$ cat src/hw/rtl/ltsm_pkg.sv
// Shared types and constants for the loop timing statistics monitor.
`default_nettype none
package ltsm_pkg;

	localparam int TIME_W = 63;
	localparam int DUR_W  = 32;
	localparam int CNT_W  = 64;
	localparam int ALU_W  = 64;
	localparam int Q_W    = 27;
	localparam int RATE_W = 17;
	localparam int FILLO_W = 10;

	// Event codes carried on the action field.
	localparam logic [2:0] ACT_START = 3'd0;
	localparam logic [2:0] ACT_END   = 3'd1;
	localparam logic [2:0] ACT_MISS  = 3'd2;
	localparam logic [2:0] ACT_RESET = 3'd3;
	localparam logic [2:0] ACT_QUERY = 3'd4;

	localparam logic [DUR_W-1:0]  TARGET_RESET = 32'd10000;
	// 100000000 as a 27-bit multiplier, walked from bit 26 down.
	localparam logic [Q_W-1:0]    RATE_SCALE   = 27'd100000000;
	localparam logic [4:0]        SCALE_MSB    = 5'd26;
	localparam logic [RATE_W-1:0] RATE_CAP     = 17'd100000;

	// One event presented to the statistics registers.
	typedef struct packed {
		logic              apply;
		logic [2:0]        action;
		logic [TIME_W-1:0] now;
		logic [DUR_W-1:0]  dur;
		logic              period_ok;
		logic [DUR_W-1:0]  period;
	} evt_t;

	// Current statistics as seen by the sequencer and the result register.
	typedef struct packed {
		logic [DUR_W-1:0]   target;
		logic [DUR_W-1:0]   last_dur;
		logic [DUR_W-1:0]   worst_dur;
		logic [FILLO_W-1:0] fill;
		logic [CNT_W-1:0]   total_count;
		logic [DUR_W-1:0]   misses;
		logic [TIME_W-1:0]  prev_start;
		logic [DUR_W-1:0]   period_sum;
		logic [DUR_W-1:0]   period_peak;
		logic [DUR_W-1:0]   period_count;
		logic [TIME_W-1:0]  window_start_time;
		logic [CNT_W-1:0]   window_start_count;
		logic [DUR_W-1:0]   window_count;
	} stats_t;

endpackage
`default_nettype wire

$ cat src/hw/rtl/loop_timing_statistics_monitor_unit.sv
// Top level of the loop timing statistics monitor: sequencer, shared unit, result register.
`default_nettype none
// Loop timing statistics monitor. Each input transaction carries one event
// (loop start, loop end, deadline miss, report-window reset or query) and
// yields exactly one output transaction with every statistic taken after the
// event's update. The block handles one transaction at a time: in_stall is
// high from the accept edge until the result is placed in the output
// register, and a held result does not block the next input transaction.
// The period, window, rate and average arithmetic runs through one 64-bit
// add/subtract unit under a small sequencer, whose steps are the accept, the
// period difference and event update, window length, loop count, average setup
// and result load; when a rate is due, the overflow check and the rate (27
// compare steps over the bits of the 100000000 scale plus an add and a compare
// for each of its 12 set bits); and 32 restoring-division steps for the
// average period when any period was counted.
// target_period_us is to be written through cfg_wr_en/cfg_wr_data only while
// the block is idle; the block itself does not enforce this. It resets to
// 10000. Reset needs no clearing pass.
module loop_timing_statistics_monitor_unit #(
	parameter int WINDOW_DEPTH = 1000
) (
	input  wire logic        clk,
	input  wire logic        arst_n,
	// configuration
	input  wire logic        cfg_wr_en,
	input  wire logic [31:0] cfg_wr_data,
	// input channel
	input  wire logic        in_valid,
	output logic             in_stall,
	input  wire logic [2:0]  action,
	input  wire logic [62:0] time_us,
	input  wire logic [31:0] duration_us,
	// output channel
	output logic             out_valid,
	input  wire logic        out_stall,
	output logic [31:0]      last_duration,
	output logic [31:0]      worst_duration,
	output logic [9:0]       fill_count,
	output logic [63:0]      total_loops,
	output logic [31:0]      miss_count,
	output logic [31:0]      remaining_us,
	output logic [16:0]      rate_centi_hz,
	output logic [31:0]      window_loops,
	output logic [31:0]      period_avg_us,
	output logic [31:0]      period_max_us
);

	localparam int AW = ltsm_pkg::ALU_W;

	// sequencer states
	localparam logic [3:0] S_IDLE  = 4'd0;
	localparam logic [3:0] S_EVT   = 4'd1;  // period difference
	localparam logic [3:0] S_APPLY = 4'd2;  // commit event to statistics
	localparam logic [3:0] S_RLEN  = 4'd3;  // window length in time
	localparam logic [3:0] S_RCNT  = 4'd4;  // loops since window opened
	localparam logic [3:0] S_RCHK  = 4'd5;  // loops >= length: cap
	localparam logic [3:0] S_RDBL  = 4'd6;  // double remainder, compare
	localparam logic [3:0] S_RADD  = 4'd7;  // add loop count
	localparam logic [3:0] S_RCMP  = 4'd8;  // compare after add
	localparam logic [3:0] S_AVG   = 4'd9;  // set up average division
	localparam logic [3:0] S_DIV   = 4'd10; // one quotient bit per cycle
	localparam logic [3:0] S_DONE  = 4'd11; // load result register

	logic [3:0]  state_q;
	logic [2:0]  act_q;
	logic [62:0] now_q;
	logic [31:0] dur_q;
	logic        pok_q;
	logic [31:0] period_q;
	logic [62:0] u_q;     // window length in microseconds
	logic        ugt_q;   // timestamp is after window start
	logic [63:0] c_q;     // loops since window opened
	logic [63:0] r_q;     // running remainder (rate and average)
	logic [26:0] q_q;     // rate quotient
	logic [4:0]  bit_q;   // scale bit or division step
	logic [16:0] rate_q;
	logic [31:0] dq_q;    // dividend shifting out, quotient shifting in

	logic        out_valid_q;
	logic [31:0] o_last_q, o_worst_q, o_miss_q, o_rem_q, o_wloops_q, o_avg_q, o_pmax_q;
	logic [9:0]  o_fill_q;
	logic [63:0] o_total_q;
	logic [16:0] o_rate_q;

	logic [AW-1:0] alu_a, alu_b, alu_sum;
	logic          alu_sub, alu_carry;
	logic          sum_nz;
	logic [63:0]   dbl;
	logic [32:0]   div_x;
	logic          rate_due;
	logic          in_acc;
	logic          out_load;

	ltsm_pkg::evt_t   evt;
	ltsm_pkg::stats_t st;

	ltsm_alu u_alu (
		.a     (alu_a),
		.b     (alu_b),
		.sub   (alu_sub),
		.sum   (alu_sum),
		.carry (alu_carry)
	);

	ltsm_stats #(
		.WINDOW_DEPTH (WINDOW_DEPTH)
	) u_stats (
		.clk         (clk),
		.arst_n      (arst_n),
		.cfg_wr_en   (cfg_wr_en),
		.cfg_wr_data (cfg_wr_data),
		.evt         (evt),
		.st          (st)
	);

	assign in_stall = (state_q != S_IDLE);
	assign in_acc   = in_valid && !in_stall;
	assign out_load = (state_q == S_DONE) && (!out_valid_q || !out_stall);
	assign sum_nz   = (alu_sum != '0);
	// remainder stays below the window length, so the top bit drops out
	assign dbl      = {r_q[62:0], 1'b0};
	assign div_x    = {r_q[31:0], dq_q[31]};
	assign rate_due = (st.window_count != '0) && sum_nz && ugt_q;

	always_comb begin
		evt.apply     = (state_q == S_APPLY);
		evt.action    = act_q;
		evt.now       = now_q;
		evt.dur       = dur_q;
		evt.period_ok = pok_q;
		evt.period    = period_q;
	end

	// Steer the shared unit for the current step.
	always_comb begin
		alu_a   = '0;
		alu_b   = '0;
		alu_sub = 1'b1;
		unique case (state_q)
			S_EVT: begin
				alu_a = {1'b0, now_q};
				alu_b = {1'b0, st.prev_start};
			end
			S_RLEN: begin
				alu_a = {1'b0, now_q};
				alu_b = {1'b0, st.window_start_time};
			end
			S_RCNT: begin
				alu_a = st.total_count;
				alu_b = st.window_start_count;
			end
			S_RCHK: begin
				alu_a = c_q;
				alu_b = {1'b0, u_q};
			end
			S_RDBL: begin
				alu_a = dbl;
				alu_b = {1'b0, u_q};
			end
			S_RADD: begin
				alu_a   = r_q;
				alu_b   = c_q;
				alu_sub = 1'b0;
			end
			S_RCMP: begin
				alu_a = r_q;
				alu_b = {1'b0, u_q};
			end
			S_DIV: begin
				alu_a = AW'(div_x);
				alu_b = AW'(st.period_count);
			end
			default: begin
				alu_a = '0;
			end
		endcase
	end

	always_ff @(posedge clk or negedge arst_n) begin
		if (!arst_n) begin
			state_q <= S_IDLE;
		end else begin
			unique case (state_q)
				S_IDLE: begin
					if (in_acc) begin
						state_q <= S_EVT;
					end
				end
				S_EVT:   state_q <= S_APPLY;
				S_APPLY: state_q <= S_RLEN;
				S_RLEN:  state_q <= S_RCNT;
				S_RCNT:  state_q <= rate_due ? S_RCHK : S_AVG;
				S_RCHK:  state_q <= alu_carry ? S_AVG : S_RDBL;
				S_RDBL: begin
					if (ltsm_pkg::RATE_SCALE[bit_q]) begin
						state_q <= S_RADD;
					end else if (bit_q == '0) begin
						state_q <= S_AVG;
					end
				end
				S_RADD: state_q <= S_RCMP;
				S_RCMP: state_q <= (bit_q == '0) ? S_AVG : S_RDBL;
				S_AVG:  state_q <= (st.period_count == '0) ? S_DONE : S_DIV;
				S_DIV: begin
					if (bit_q == '0) begin
						state_q <= S_DONE;
					end
				end
				S_DONE: begin
					if (out_load) begin
						state_q <= S_IDLE;
					end
				end
				default: state_q <= S_IDLE;
			endcase
		end
	end

	// Working registers of the sequencer.
	always_ff @(posedge clk) begin
		if (in_acc) begin
			act_q <= action;
			now_q <= time_us;
			dur_q <= duration_us;
		end
		case (state_q)
			S_EVT: begin
				// a period counts only after a nonzero start and a strictly later time
				pok_q    <= (st.prev_start != '0) && alu_carry && sum_nz;
				period_q <= alu_sum[31:0];
			end
			S_RLEN: begin
				u_q    <= alu_sum[62:0];
				ugt_q  <= alu_carry && sum_nz;
				rate_q <= '0;
			end
			S_RCNT: begin
				c_q <= alu_sum;
			end
			S_RCHK: begin
				if (alu_carry) begin
					rate_q <= ltsm_pkg::RATE_CAP;
				end
				r_q   <= '0;
				q_q   <= '0;
				bit_q <= ltsm_pkg::SCALE_MSB;
			end
			S_RDBL: begin
				if (alu_carry) begin
					r_q <= alu_sum;
					q_q <= {q_q[25:0], 1'b1};
				end else begin
					r_q <= dbl;
					q_q <= {q_q[25:0], 1'b0};
				end
				if (!ltsm_pkg::RATE_SCALE[bit_q]) begin
					if (bit_q == '0) begin
						rate_q <= ({q_q[25:0], alu_carry} > 27'(ltsm_pkg::RATE_CAP))
							? ltsm_pkg::RATE_CAP : {q_q[15:0], alu_carry};
					end else begin
						bit_q <= bit_q - 5'd1;
					end
				end
			end
			S_RADD: begin
				r_q <= alu_sum;
			end
			S_RCMP: begin
				if (alu_carry) begin
					r_q <= alu_sum;
					q_q <= q_q + 27'd1;
				end
				if (bit_q == '0) begin
					rate_q <= ((q_q + 27'(alu_carry)) > 27'(ltsm_pkg::RATE_CAP))
						? ltsm_pkg::RATE_CAP : 17'(q_q + 27'(alu_carry));
				end else begin
					bit_q <= bit_q - 5'd1;
				end
			end
			S_AVG: begin
				r_q   <= '0;
				dq_q  <= (st.period_count == '0) ? '0 : st.period_sum;
				bit_q <= 5'd31;
			end
			S_DIV: begin
				r_q   <= {32'd0, (alu_carry ? alu_sum[31:0] : div_x[31:0])};
				dq_q  <= {dq_q[30:0], alu_carry};
				bit_q <= bit_q - 5'd1;
			end
			default: begin
				// hold
			end
		endcase
	end

	// Output register: holds a result until taken, frees the sequencer.
	always_ff @(posedge clk or negedge arst_n) begin
		if (!arst_n) begin
			out_valid_q <= 1'b0;
		end else if (out_load) begin
			out_valid_q <= 1'b1;
		end else if (!out_stall) begin
			out_valid_q <= 1'b0;
		end
	end

	always_ff @(posedge clk) begin
		if (out_load) begin
			o_last_q   <= st.last_dur;
			o_worst_q  <= st.worst_dur;
			o_fill_q   <= st.fill;
			o_total_q  <= st.total_count;
			o_miss_q   <= st.misses;
			o_rem_q    <= (st.last_dur < st.target) ? (st.target - st.last_dur) : '0;
			o_rate_q   <= rate_q;
			o_wloops_q <= st.window_count;
			o_avg_q    <= dq_q;
			o_pmax_q   <= st.period_peak;
		end
	end

	assign out_valid      = out_valid_q;
	assign last_duration  = o_last_q;
	assign worst_duration = o_worst_q;
	assign fill_count     = o_fill_q;
	assign total_loops    = o_total_q;
	assign miss_count     = o_miss_q;
	assign remaining_us   = o_rem_q;
	assign rate_centi_hz  = o_rate_q;
	assign window_loops   = o_wloops_q;
	assign period_avg_us  = o_avg_q;
	assign period_max_us  = o_pmax_q;

`ifndef SYNTHESIS
	a_accept_starts_event: assert property (@(posedge clk) disable iff (!arst_n)
		in_acc |=> (state_q == S_EVT))
		else $error("accepted transaction did not start the event step");

	a_rate_rem_bound: assert property (@(posedge clk) disable iff (!arst_n)
		(state_q == S_RDBL) |-> (r_q < {1'b0, u_q}))
		else $error("rate remainder not below window length");

	a_div_rem_bound: assert property (@(posedge clk) disable iff (!arst_n)
		(state_q == S_DIV) |-> (r_q < AW'(st.period_count)))
		else $error("division remainder not below divisor");

	a_rate_capped: assert property (@(posedge clk) disable iff (!arst_n)
		out_valid_q |-> (o_rate_q <= ltsm_pkg::RATE_CAP))
		else $error("rate above cap");

	a_load_frees_input: assert property (@(posedge clk) disable iff (!arst_n)
		out_load |=> (!in_stall && out_valid_q))
		else $error("result load did not free the input side");
`endif

endmodule
`default_nettype wire

$ cat src/hw/rtl/ltsm_alu.sv
// Shared 64-bit add/subtract unit with carry out (carry set means no borrow).
`default_nettype none
module ltsm_alu (
	input  wire logic [ltsm_pkg::ALU_W-1:0] a,
	input  wire logic [ltsm_pkg::ALU_W-1:0] b,
	input  wire logic                       sub,
	output logic      [ltsm_pkg::ALU_W-1:0] sum,
	output logic                            carry
);

	logic [ltsm_pkg::ALU_W-1:0] b_op;

	assign b_op = sub ? ~b : b;
	assign {carry, sum} = {1'b0, a} + {1'b0, b_op} + {{ltsm_pkg::ALU_W{1'b0}}, sub};

endmodule
`default_nettype wire

$ cat src/hw/rtl/ltsm_stats.sv
// Statistics registers of the loop timing monitor and their per-event update.
`default_nettype none
module ltsm_stats #(
	parameter int WINDOW_DEPTH = 1000
) (
	input  wire logic                          clk,
	input  wire logic                          arst_n,
	input  wire logic                          cfg_wr_en,
	input  wire logic [ltsm_pkg::DUR_W-1:0]    cfg_wr_data,
	input  wire ltsm_pkg::evt_t                evt,
	output ltsm_pkg::stats_t                   st
);

	localparam int FILL_W = $clog2(WINDOW_DEPTH + 1);

	logic [FILL_W-1:0]               fill_q;
	logic [ltsm_pkg::DUR_W-1:0]      target_q;
	logic [ltsm_pkg::DUR_W-1:0]      last_dur_q;
	logic [ltsm_pkg::DUR_W-1:0]      worst_dur_q;
	logic [ltsm_pkg::CNT_W-1:0]      total_q;
	logic [ltsm_pkg::DUR_W-1:0]      misses_q;
	logic [ltsm_pkg::TIME_W-1:0]     prev_start_q;
	logic [ltsm_pkg::DUR_W-1:0]      psum_q;
	logic [ltsm_pkg::DUR_W-1:0]      ppeak_q;
	logic [ltsm_pkg::DUR_W-1:0]      pcount_q;
	logic [ltsm_pkg::TIME_W-1:0]     wst_q;
	logic [ltsm_pkg::CNT_W-1:0]      wsc_q;
	logic [ltsm_pkg::DUR_W-1:0]      wcount_q;

	always_ff @(posedge clk or negedge arst_n) begin
		if (!arst_n) begin
			target_q     <= ltsm_pkg::TARGET_RESET;
			fill_q       <= '0;
			last_dur_q   <= '0;
			worst_dur_q  <= '0;
			total_q      <= '0;
			misses_q     <= '0;
			prev_start_q <= '0;
			psum_q       <= '0;
			ppeak_q      <= '0;
			pcount_q     <= '0;
			wst_q        <= '0;
			wsc_q        <= '0;
			wcount_q     <= '0;
		end else begin
			if (cfg_wr_en) begin
				target_q <= cfg_wr_data;
			end
			if (evt.apply) begin
				unique case (evt.action)
					ltsm_pkg::ACT_START: begin
						if (evt.period_ok) begin
							psum_q   <= psum_q + evt.period;
							pcount_q <= pcount_q + 32'd1;
							if (evt.period > ppeak_q) begin
								ppeak_q <= evt.period;
							end
						end
						prev_start_q <= evt.now;
					end
					ltsm_pkg::ACT_END: begin
						if (fill_q < FILL_W'(WINDOW_DEPTH)) begin
							fill_q <= fill_q + FILL_W'(1);
						end
						last_dur_q <= evt.dur;
						if (evt.dur > worst_dur_q) begin
							worst_dur_q <= evt.dur;
						end
						total_q  <= total_q + 64'd1;
						wcount_q <= wcount_q + 32'd1;
					end
					ltsm_pkg::ACT_MISS: begin
						misses_q <= misses_q + 32'd1;
					end
					ltsm_pkg::ACT_RESET: begin
						wst_q    <= evt.now;
						wsc_q    <= total_q;
						wcount_q <= '0;
						psum_q   <= '0;
						ppeak_q  <= '0;
						pcount_q <= '0;
					end
					default: begin
						// query and unused codes: hold everything
					end
				endcase
			end
		end
	end

	always_comb begin
		st.target             = target_q;
		st.last_dur           = last_dur_q;
		st.worst_dur          = worst_dur_q;
		st.fill               = ltsm_pkg::FILLO_W'(fill_q);
		st.total_count        = total_q;
		st.misses             = misses_q;
		st.prev_start         = prev_start_q;
		st.period_sum         = psum_q;
		st.period_peak        = ppeak_q;
		st.period_count       = pcount_q;
		st.window_start_time  = wst_q;
		st.window_start_count = wsc_q;
		st.window_count       = wcount_q;
	end

endmodule
`default_nettype wire

$ cat config.mk
export PLATFORM = sky130hd
export DESIGN_NAME = loop_timing_statistics_monitor_unit
export DESIGN_NICKNAME = d
export VERILOG_FILES = /design/src/hw/rtl/ltsm_pkg.sv /design/src/hw/rtl/loop_timing_statistics_monitor_unit.sv /design/src/hw/rtl/ltsm_alu.sv /design/src/hw/rtl/ltsm_stats.sv
export SDC_FILE = /design/constraint.sdc
export NUM_CORES = 2
export LEC_CHECK = 0
export ABC_AREA = 1
export BUFFER_PORTS_ARGS = -buffer_cell sky130_fd_sc_hd__buf_4
export CORE_ASPECT_RATIO = 1.1
export CORE_MARGIN = 1.5
export CORE_UTILIZATION = 55
export DETAILED_ROUTE_END_ITERATION = 8
export GPL_ROUTABILITY_DRIVEN = 1
export GPL_TIMING_DRIVEN = 0
export HOLD_SLACK_MARGIN = 0.06
export PLACE_DENSITY = 0.77
export SLEW_MARGIN = 20
export SYNTH_ARGS = -nofsm -noshare
export SYNTH_HDL_FRONTEND = slang
export SYNTH_SLANG_ARGS = --single-unit
$ cat constraint.sdc
create_clock -name clk -period 15.42 [get_ports clk]
set_input_delay 3.084 -clock clk [delete_from_list [all_inputs] [get_ports clk]]
set_output_delay 3.084 -clock clk [all_outputs]
set_load 0.05 [all_outputs]
# Word-level counts from Yosys, hierarchy flattened
# Memory sizes are Yosys's and may differ from the RTL's. A register that Yosys moved wholly into a read port is not among the register bits.
# Cells that the tools add are included.
dict set report op_classes {
  n_addsub 12
  order_cmp 7
  n_eq_ne 26
  muxes 45
  n_bitwise 1
  reduce_logical 44
}
# op n
set ops {}
lappend ops {{$pmux W64 S6} 2}
lappend ops {{$pmux W32 S2} 5}
lappend ops {{$pmux W64 S5} 1}
lappend ops {{$mux W32} 6}
lappend ops {{$mux W64} 3}
lappend ops {{$mux W17} 6}
lappend ops {{$add A32 B1 Y32 const B} 3}
lappend ops {{$pmux W27 S3} 1}
lappend ops {{$pmux W17 S4} 1}
lappend ops {{$add A64 B64 Y65} 1}
lappend ops {{$add A65 B1 Y65} 1}
lappend ops {{$add A64 B1 Y64 const B} 1}
lappend ops {{$gt A32 B32 Y1} 2}
lappend ops {{$not A64 Y64} 1}
lappend ops {{$reduce_bool A64 Y1} 1}
lappend ops {{$reduce_bool A63 Y1} 1}
lappend ops {{$gt A27 B17 Y1 const B} 2}
lappend ops {{$pmux W4 S12} 1}
lappend ops {{$add A32 B32 Y32} 1}
lappend ops {{$logic_not A32 Y1} 1}
lappend ops {{$lt A32 B32 Y1} 1}
lappend ops {{$mux W4} 8}
lappend ops {{$reduce_bool A32 Y1} 1}
lappend ops {{$sub A32 B32 Y32} 1}
lappend ops {{35 further kinds} 83}
dict set report totals {
  regBits 1244
  mem_bits_ro 32
  input_bits 135
  output_inout_bits 317
  elab_cells 174
  memories 1
}
# name words word_bits rd rd_clocked_by_memory_dff wr line_no
set memory_table {}
lappend memory_table {{(no name shown)} 32 1 1 1 0 loop_timing_statistics_monitor_unit.sv:256} ;# if (!ltsm_pkg::RATE_SCALE[bit_q]) begin

# Longest topological paths before layout
dict set report logic_depth {
  word_depth 12
  depth_mapped 42
}

# Cells and area by module
# From an unflattened synthesis, not the netlist that was laid out.
dict set report unflattened {
  cells_unflattened 7208
  hier_area_um2 64529.4
}
# mod n_inst cells_each area_per_inst_um2 seq_area_each_um2
set modules_own_cells {}
lappend modules_own_cells {loop_timing_statistics_monitor_unit 1 2830 32427.4 21735.8}
lappend modules_own_cells {ltsm_stats 1 3190 26078.8 13018.7}
lappend modules_own_cells {ltsm_alu 1 1188 6023.3 0.0}

# Least setup slack after synthesis
# Ideal clock, no wire load.
dict set report synth_path {
  path_type {in2reg}
  from {input out_stall}
  to {register o_fill_q[0] (netlist: fill_count[0]) (enable)}
  arrival_ns 16.204
  required_time_ns 14.423
  slack_ns -1.781
  cell_stages 3
  path_buffers 0
  cell_sequence {nand2_1 > inv_1 > nor2_1}
}
dict set report synth_between {
  elab_chain_len 3
}
# item line_no
set synth_rtl {}
lappend synth_rtl {{start, declared} loop_timing_statistics_monitor_unit.sv:35} ;# input wire logic out_stall,
lappend synth_rtl {{$logic_not A1 Y1} n/a}
lappend synth_rtl {{$logic_or A1 B1 Y1} loop_timing_statistics_monitor_unit.sv:118} ;# assign out_load = (state_q == S_DONE) && (!out_valid_q || !out_stall);
lappend synth_rtl {{$logic_and A1 B1 Y1} loop_timing_statistics_monitor_unit.sv:118}
lappend synth_rtl {{via out_load} loop_timing_statistics_monitor_unit.sv:92} ;# logic out_load;
lappend synth_rtl {{end signal, assigned} loop_timing_statistics_monitor_unit.sv:311} ;# o_fill_q <= st.fill;
lappend synth_rtl {{end, declared} loop_timing_statistics_monitor_unit.sv:81} ;# logic [9:0] o_fill_q;
# The timed path passes the listed nets, and every way through them passes these cells.
# A chain may end at the register's enable or synchronous reset.

# Final worst setup path
dict set report layout_path {
  from {register state_q[2]}
  to {register rate_q[13], data pin}
}
dict set report layout_between {
  elab_chain_len 12
}
# item line_no
set layout_rtl {}
lappend layout_rtl {{start, declared} loop_timing_statistics_monitor_unit.sv:64} ;# logic [3:0] state_q;
lappend layout_rtl {{start signal, assigned} loop_timing_statistics_monitor_unit.sv:192} ;# S_RCNT: state_q <= rate_due ? S_RCHK : S_AVG;
lappend layout_rtl {{start signal, assigned} loop_timing_statistics_monitor_unit.sv:193} ;# S_RCHK: state_q <= alu_carry ? S_AVG : S_RDBL;
lappend layout_rtl {{start signal, assigned} loop_timing_statistics_monitor_unit.sv:202} ;# S_RCMP: state_q <= (bit_q == '0) ? S_AVG : S_RDBL;
lappend layout_rtl {{$eq A4 B4 Y1 / $eq A4 B3 Y1 (equally long branches)} {loop_timing_statistics_monitor_unit.sv:139, loop_timing_statistics_monitor_unit.sv:226}}
lappend layout_rtl {{$reduce_or A3 Y1 (no line)} n/a}
lappend layout_rtl {{$pmux W64 S6} loop_timing_statistics_monitor_unit.sv:139} ;# unique case (state_q)
lappend layout_rtl {{$not A64 Y64} ltsm_alu.sv:13} ;# assign b_op = sub ? ~b : b;
lappend layout_rtl {{$mux W64} ltsm_alu.sv:13}
lappend layout_rtl {{$add A64 B64 Y65} ltsm_alu.sv:14} ;# assign {carry, sum} = {1'b0, a} + {1'b0, b_op} + {{ltsm_pkg::ALU_W{1'b0}}, sub};
lappend layout_rtl {{$add A65 B1 Y65} ltsm_alu.sv:14}
lappend layout_rtl {{$add A27 B1 Y27 / $gt A27 B17 Y1 (equally long branches)} {loop_timing_statistics_monitor_unit.sv:275, loop_timing_statistics_monitor_unit.sv:258}}
lappend layout_rtl {{$gt A27 B17 Y1 / $mux W17 (equally long branches)} {loop_timing_statistics_monitor_unit.sv:274, loop_timing_statistics_monitor_unit.sv:259}}
lappend layout_rtl {{$mux W17, on equally long branches} {loop_timing_statistics_monitor_unit.sv:275, loop_timing_statistics_monitor_unit.sv:257}}
lappend layout_rtl {{$mux W17, on equally long branches} {loop_timing_statistics_monitor_unit.sv:273, loop_timing_statistics_monitor_unit.sv:256}}
lappend layout_rtl {{$pmux W17 S4 *} loop_timing_statistics_monitor_unit.sv:226} ;# case (state_q)
lappend layout_rtl {{end signal, assigned} loop_timing_statistics_monitor_unit.sv:242} ;# rate_q <= ltsm_pkg::RATE_CAP;
lappend layout_rtl {{end signal, assigned} loop_timing_statistics_monitor_unit.sv:258} ;# rate_q <= ({q_q[25:0], alu_carry} > 27'(ltsm_pkg::RATE_CAP))
lappend layout_rtl {{end signal, assigned} loop_timing_statistics_monitor_unit.sv:274} ;# rate_q <= ((q_q + 27'(alu_carry)) > 27'(ltsm_pkg::RATE_CAP))
lappend layout_rtl {{end, declared} loop_timing_statistics_monitor_unit.sv:76} ;# logic [16:0] rate_q;
# Every way passes the cells marked *; elsewhere a longest branch is shown, timed or not. The select of a mux whose other input is x is not followed.

==> results.yml <==
synthesis:
  synth.top_cell.area_share_pct: 35.6
  synth_edf_count: 719
  syn_inst: 6271
  synth_area_leader_cell: "edfxtp_1"
  async_flop_share_pct: 42.2
  synth-seq-cells: 1245
  ys_seq_area_share_pct: 57.3
  synthFlopType: "edfxtp_1"
  avgSynthCellArea_um2: 9.67
  synth_warnings: 0
  synth_fp_nets: 6611
  netlist-cell-type-count: 74
  synthesis.area_mm2: 0.0606
  synth_commonest_cells: "nand2_1, inv_1, edfxtp_1"
  synth.most_common_cell: "nand2_1"
  synth_area_leaders: "edfxtp_1, dfrtp_1, nand2_1"
hold_path:
  min_path_type: "reg -> reg"
clock_network:
  htreeDepth: 3
  cts_sinks: 1245
  ctsHoldBuffers: 0
  cts_setup_buffers: 0
  clockBufferDepth: 3
  cts_tree: "built"
  cts_buffers: 121
  clock_latency_ps: 820
  cts_resized: 0
  path_clk_slew_ps: 70
  root_buffer: "clkbuf_16"
setup_path:
  crit_path_max_incr_delay_ps: 940
  crit_top_cell: "nand2_1"
  arrival_ps: 11010
  slowest_stage: "clkinv_1"
  crit_required_ps: 15940
  cp_max_fo: 11
  critPathKind: "reg -> reg"
  startpoint_type: "flop"
  end_kind: "flop"
placed_design:
  dp_hpwl_um: 171000
  io_buffers: 450
  place_inst: 8169
  place.gp.congestion: 1.04
drt:
  vias: 51800
  routed_wl_um: 223000
  detail-route-antenna-nets: 0
  vias_per_cell: 6.15
  drc_errors: 1
  routedWlPerCell_um: 26.5
  dr.pass1.iters: 9
  drtIter0Drc: 6839
timing:
  slew_viol_final: 0
  tns_ps: 0
  worstMarginPinSlew_ps: 1440
  hold_viol: 0
  whs_ps: 385
  fmax_mhz: 95.4
  finClkSkew_ps: 89.7
  setup_violations: 0
  relSlewSlack_pct: 4.03
  min_period_ps: 10490
  grt_setup_unrepaired: "no"
  fin_crit_sh_pct: 68.0
global_routing:
  antenna_found_initial: 14
  grt_pass1_wl_um: 321000
  grt_pass1_vias: 49300
  grt_max_degree: 97
  gr-total-overflow: 0
  track_usage_pct: 39.2
cells_and_area:
  layout-drive-gt1-share_pct: 11.4
  fin_nets: 7213
  instances_no_fill: 8417
  fillerInstances: 8784
  area_growth_syn_to_layout_pct: 16.8
floorplanning:
  die_y_um: 351
  core.rowCount: 127
  num_io_pins: 452
  core-area_mm2: 0.109
  die-area_mm2: 0.112
  die_w_um: 320
  initial_core_util_pct: 55.6
run_status:
  status: "complete, but fails checks"
  failed_checks: "DRC"
job:
  cap_violations: 0
-- logic make-up after synthesis --
group / share of synthesized area (%)
flops: 57.3
fa+ha+maj: 4.27
buf+inv: 6.51
xor+xnor: 2.44
mux: 0.557
simple gates: 15.5
compound gates: 13.4
-- per-stage QoR --
stage          util (%)  instance area, um^2  setup WS [ps]
2_1_floorplan         -                60700           3490
3_3_place_gp       60.3                65800          -11.4
3_5_place_dp       60.9                66500           5450
4_1_cts            64.8                70800           5390
5_1_grt            64.9                70800           4730
6_report           64.9                70800           4930
-- per-layer routing --
layer / share of wire [%] / vias to the layer above / wire (um) / GRT usage (%)
li1: - / 22900 / - / -
met5: 0.014 / - / 31 / 0
met2: 46 / 3153 / 102000 / 62.1
met3: 9.4 / 813 / 21100 / 8.05
met1: 37 / 24900 / 82400 / 48.6
met4: 8.0 / 4 / 17900 / 27.3
-- flip-flops by register name, summed over array words and instances, names as in the netlist, 63 cells and up, named ones only --
signal                count
r_q                      64
u_stats.wst_q            63
u_stats.total_q          64
total_loops              64
c_q                      64
u_stats.prev_start_q     63
u_q                      63
u_stats.wsc_q            64
now_q                    63
-- worst paths after layout --
kind                       startpoint                  end  slack, ps  cells past startpoint
hold / removal              rate_q[7]     rate_centi_hz[7]        380                      0
max in group asynchronous      arst_n  u_stats.target_q[9]      11990                      3
min in group asynchronous      arst_n  u_stats.ppeak_q[26]       2150                      1
hold reg to reg             rate_q[7]     rate_centi_hz[7]        380                      0
setup / recovery           state_q[2]           rate_q[13]       4930                     35
setup reg to reg           state_q[2]           rate_q[13]       4930                     35
-- worst max-delay path: cells and delay by family, from the launching register on --
kind	cells	cell delay, ps
buffers and inverters	6	3410
adders and majority gates	3	940
DFF	1	410
AOI/OAI and AO/OA	4	1350
and+or+nand+nor	22	4040
-- placed cells by master, fill, tap and decap left out, drive strengths merged, types with 39 or more instances in the layout --
cell / n
nor3: 121
xor2: 144
o22ai: 135
clkinv: 39
dfrtp: 520
inv: 859
o221ai: 55
buf: 506
o21ai: 568
nor2: 501
edfxtp: 719
a21oi: 368
nand2: 1165
ha: 202
nand3: 196
nand4: 91
clkbuf: 329
a221oi: 60
nor4: 64
-- cell type report --
type                       count  area, um^2  area share, %
clock inverter                69         902           1.27
tap                         1419        1780           2.51
antenna                       17        42.5         0.0601
multi-input combinational   3975       22000           31.0
timing repair buffer         479        4060           5.73
buffer                       194         746           1.05
sequential                  1245       34800           49.1
inverter                     857        3220           4.54
clock buffer                 162        3360           4.75
Power is left out: the tool's default activity adds up to more than one toggle a clock period on the data nets, which glitch-free logic cannot reach.
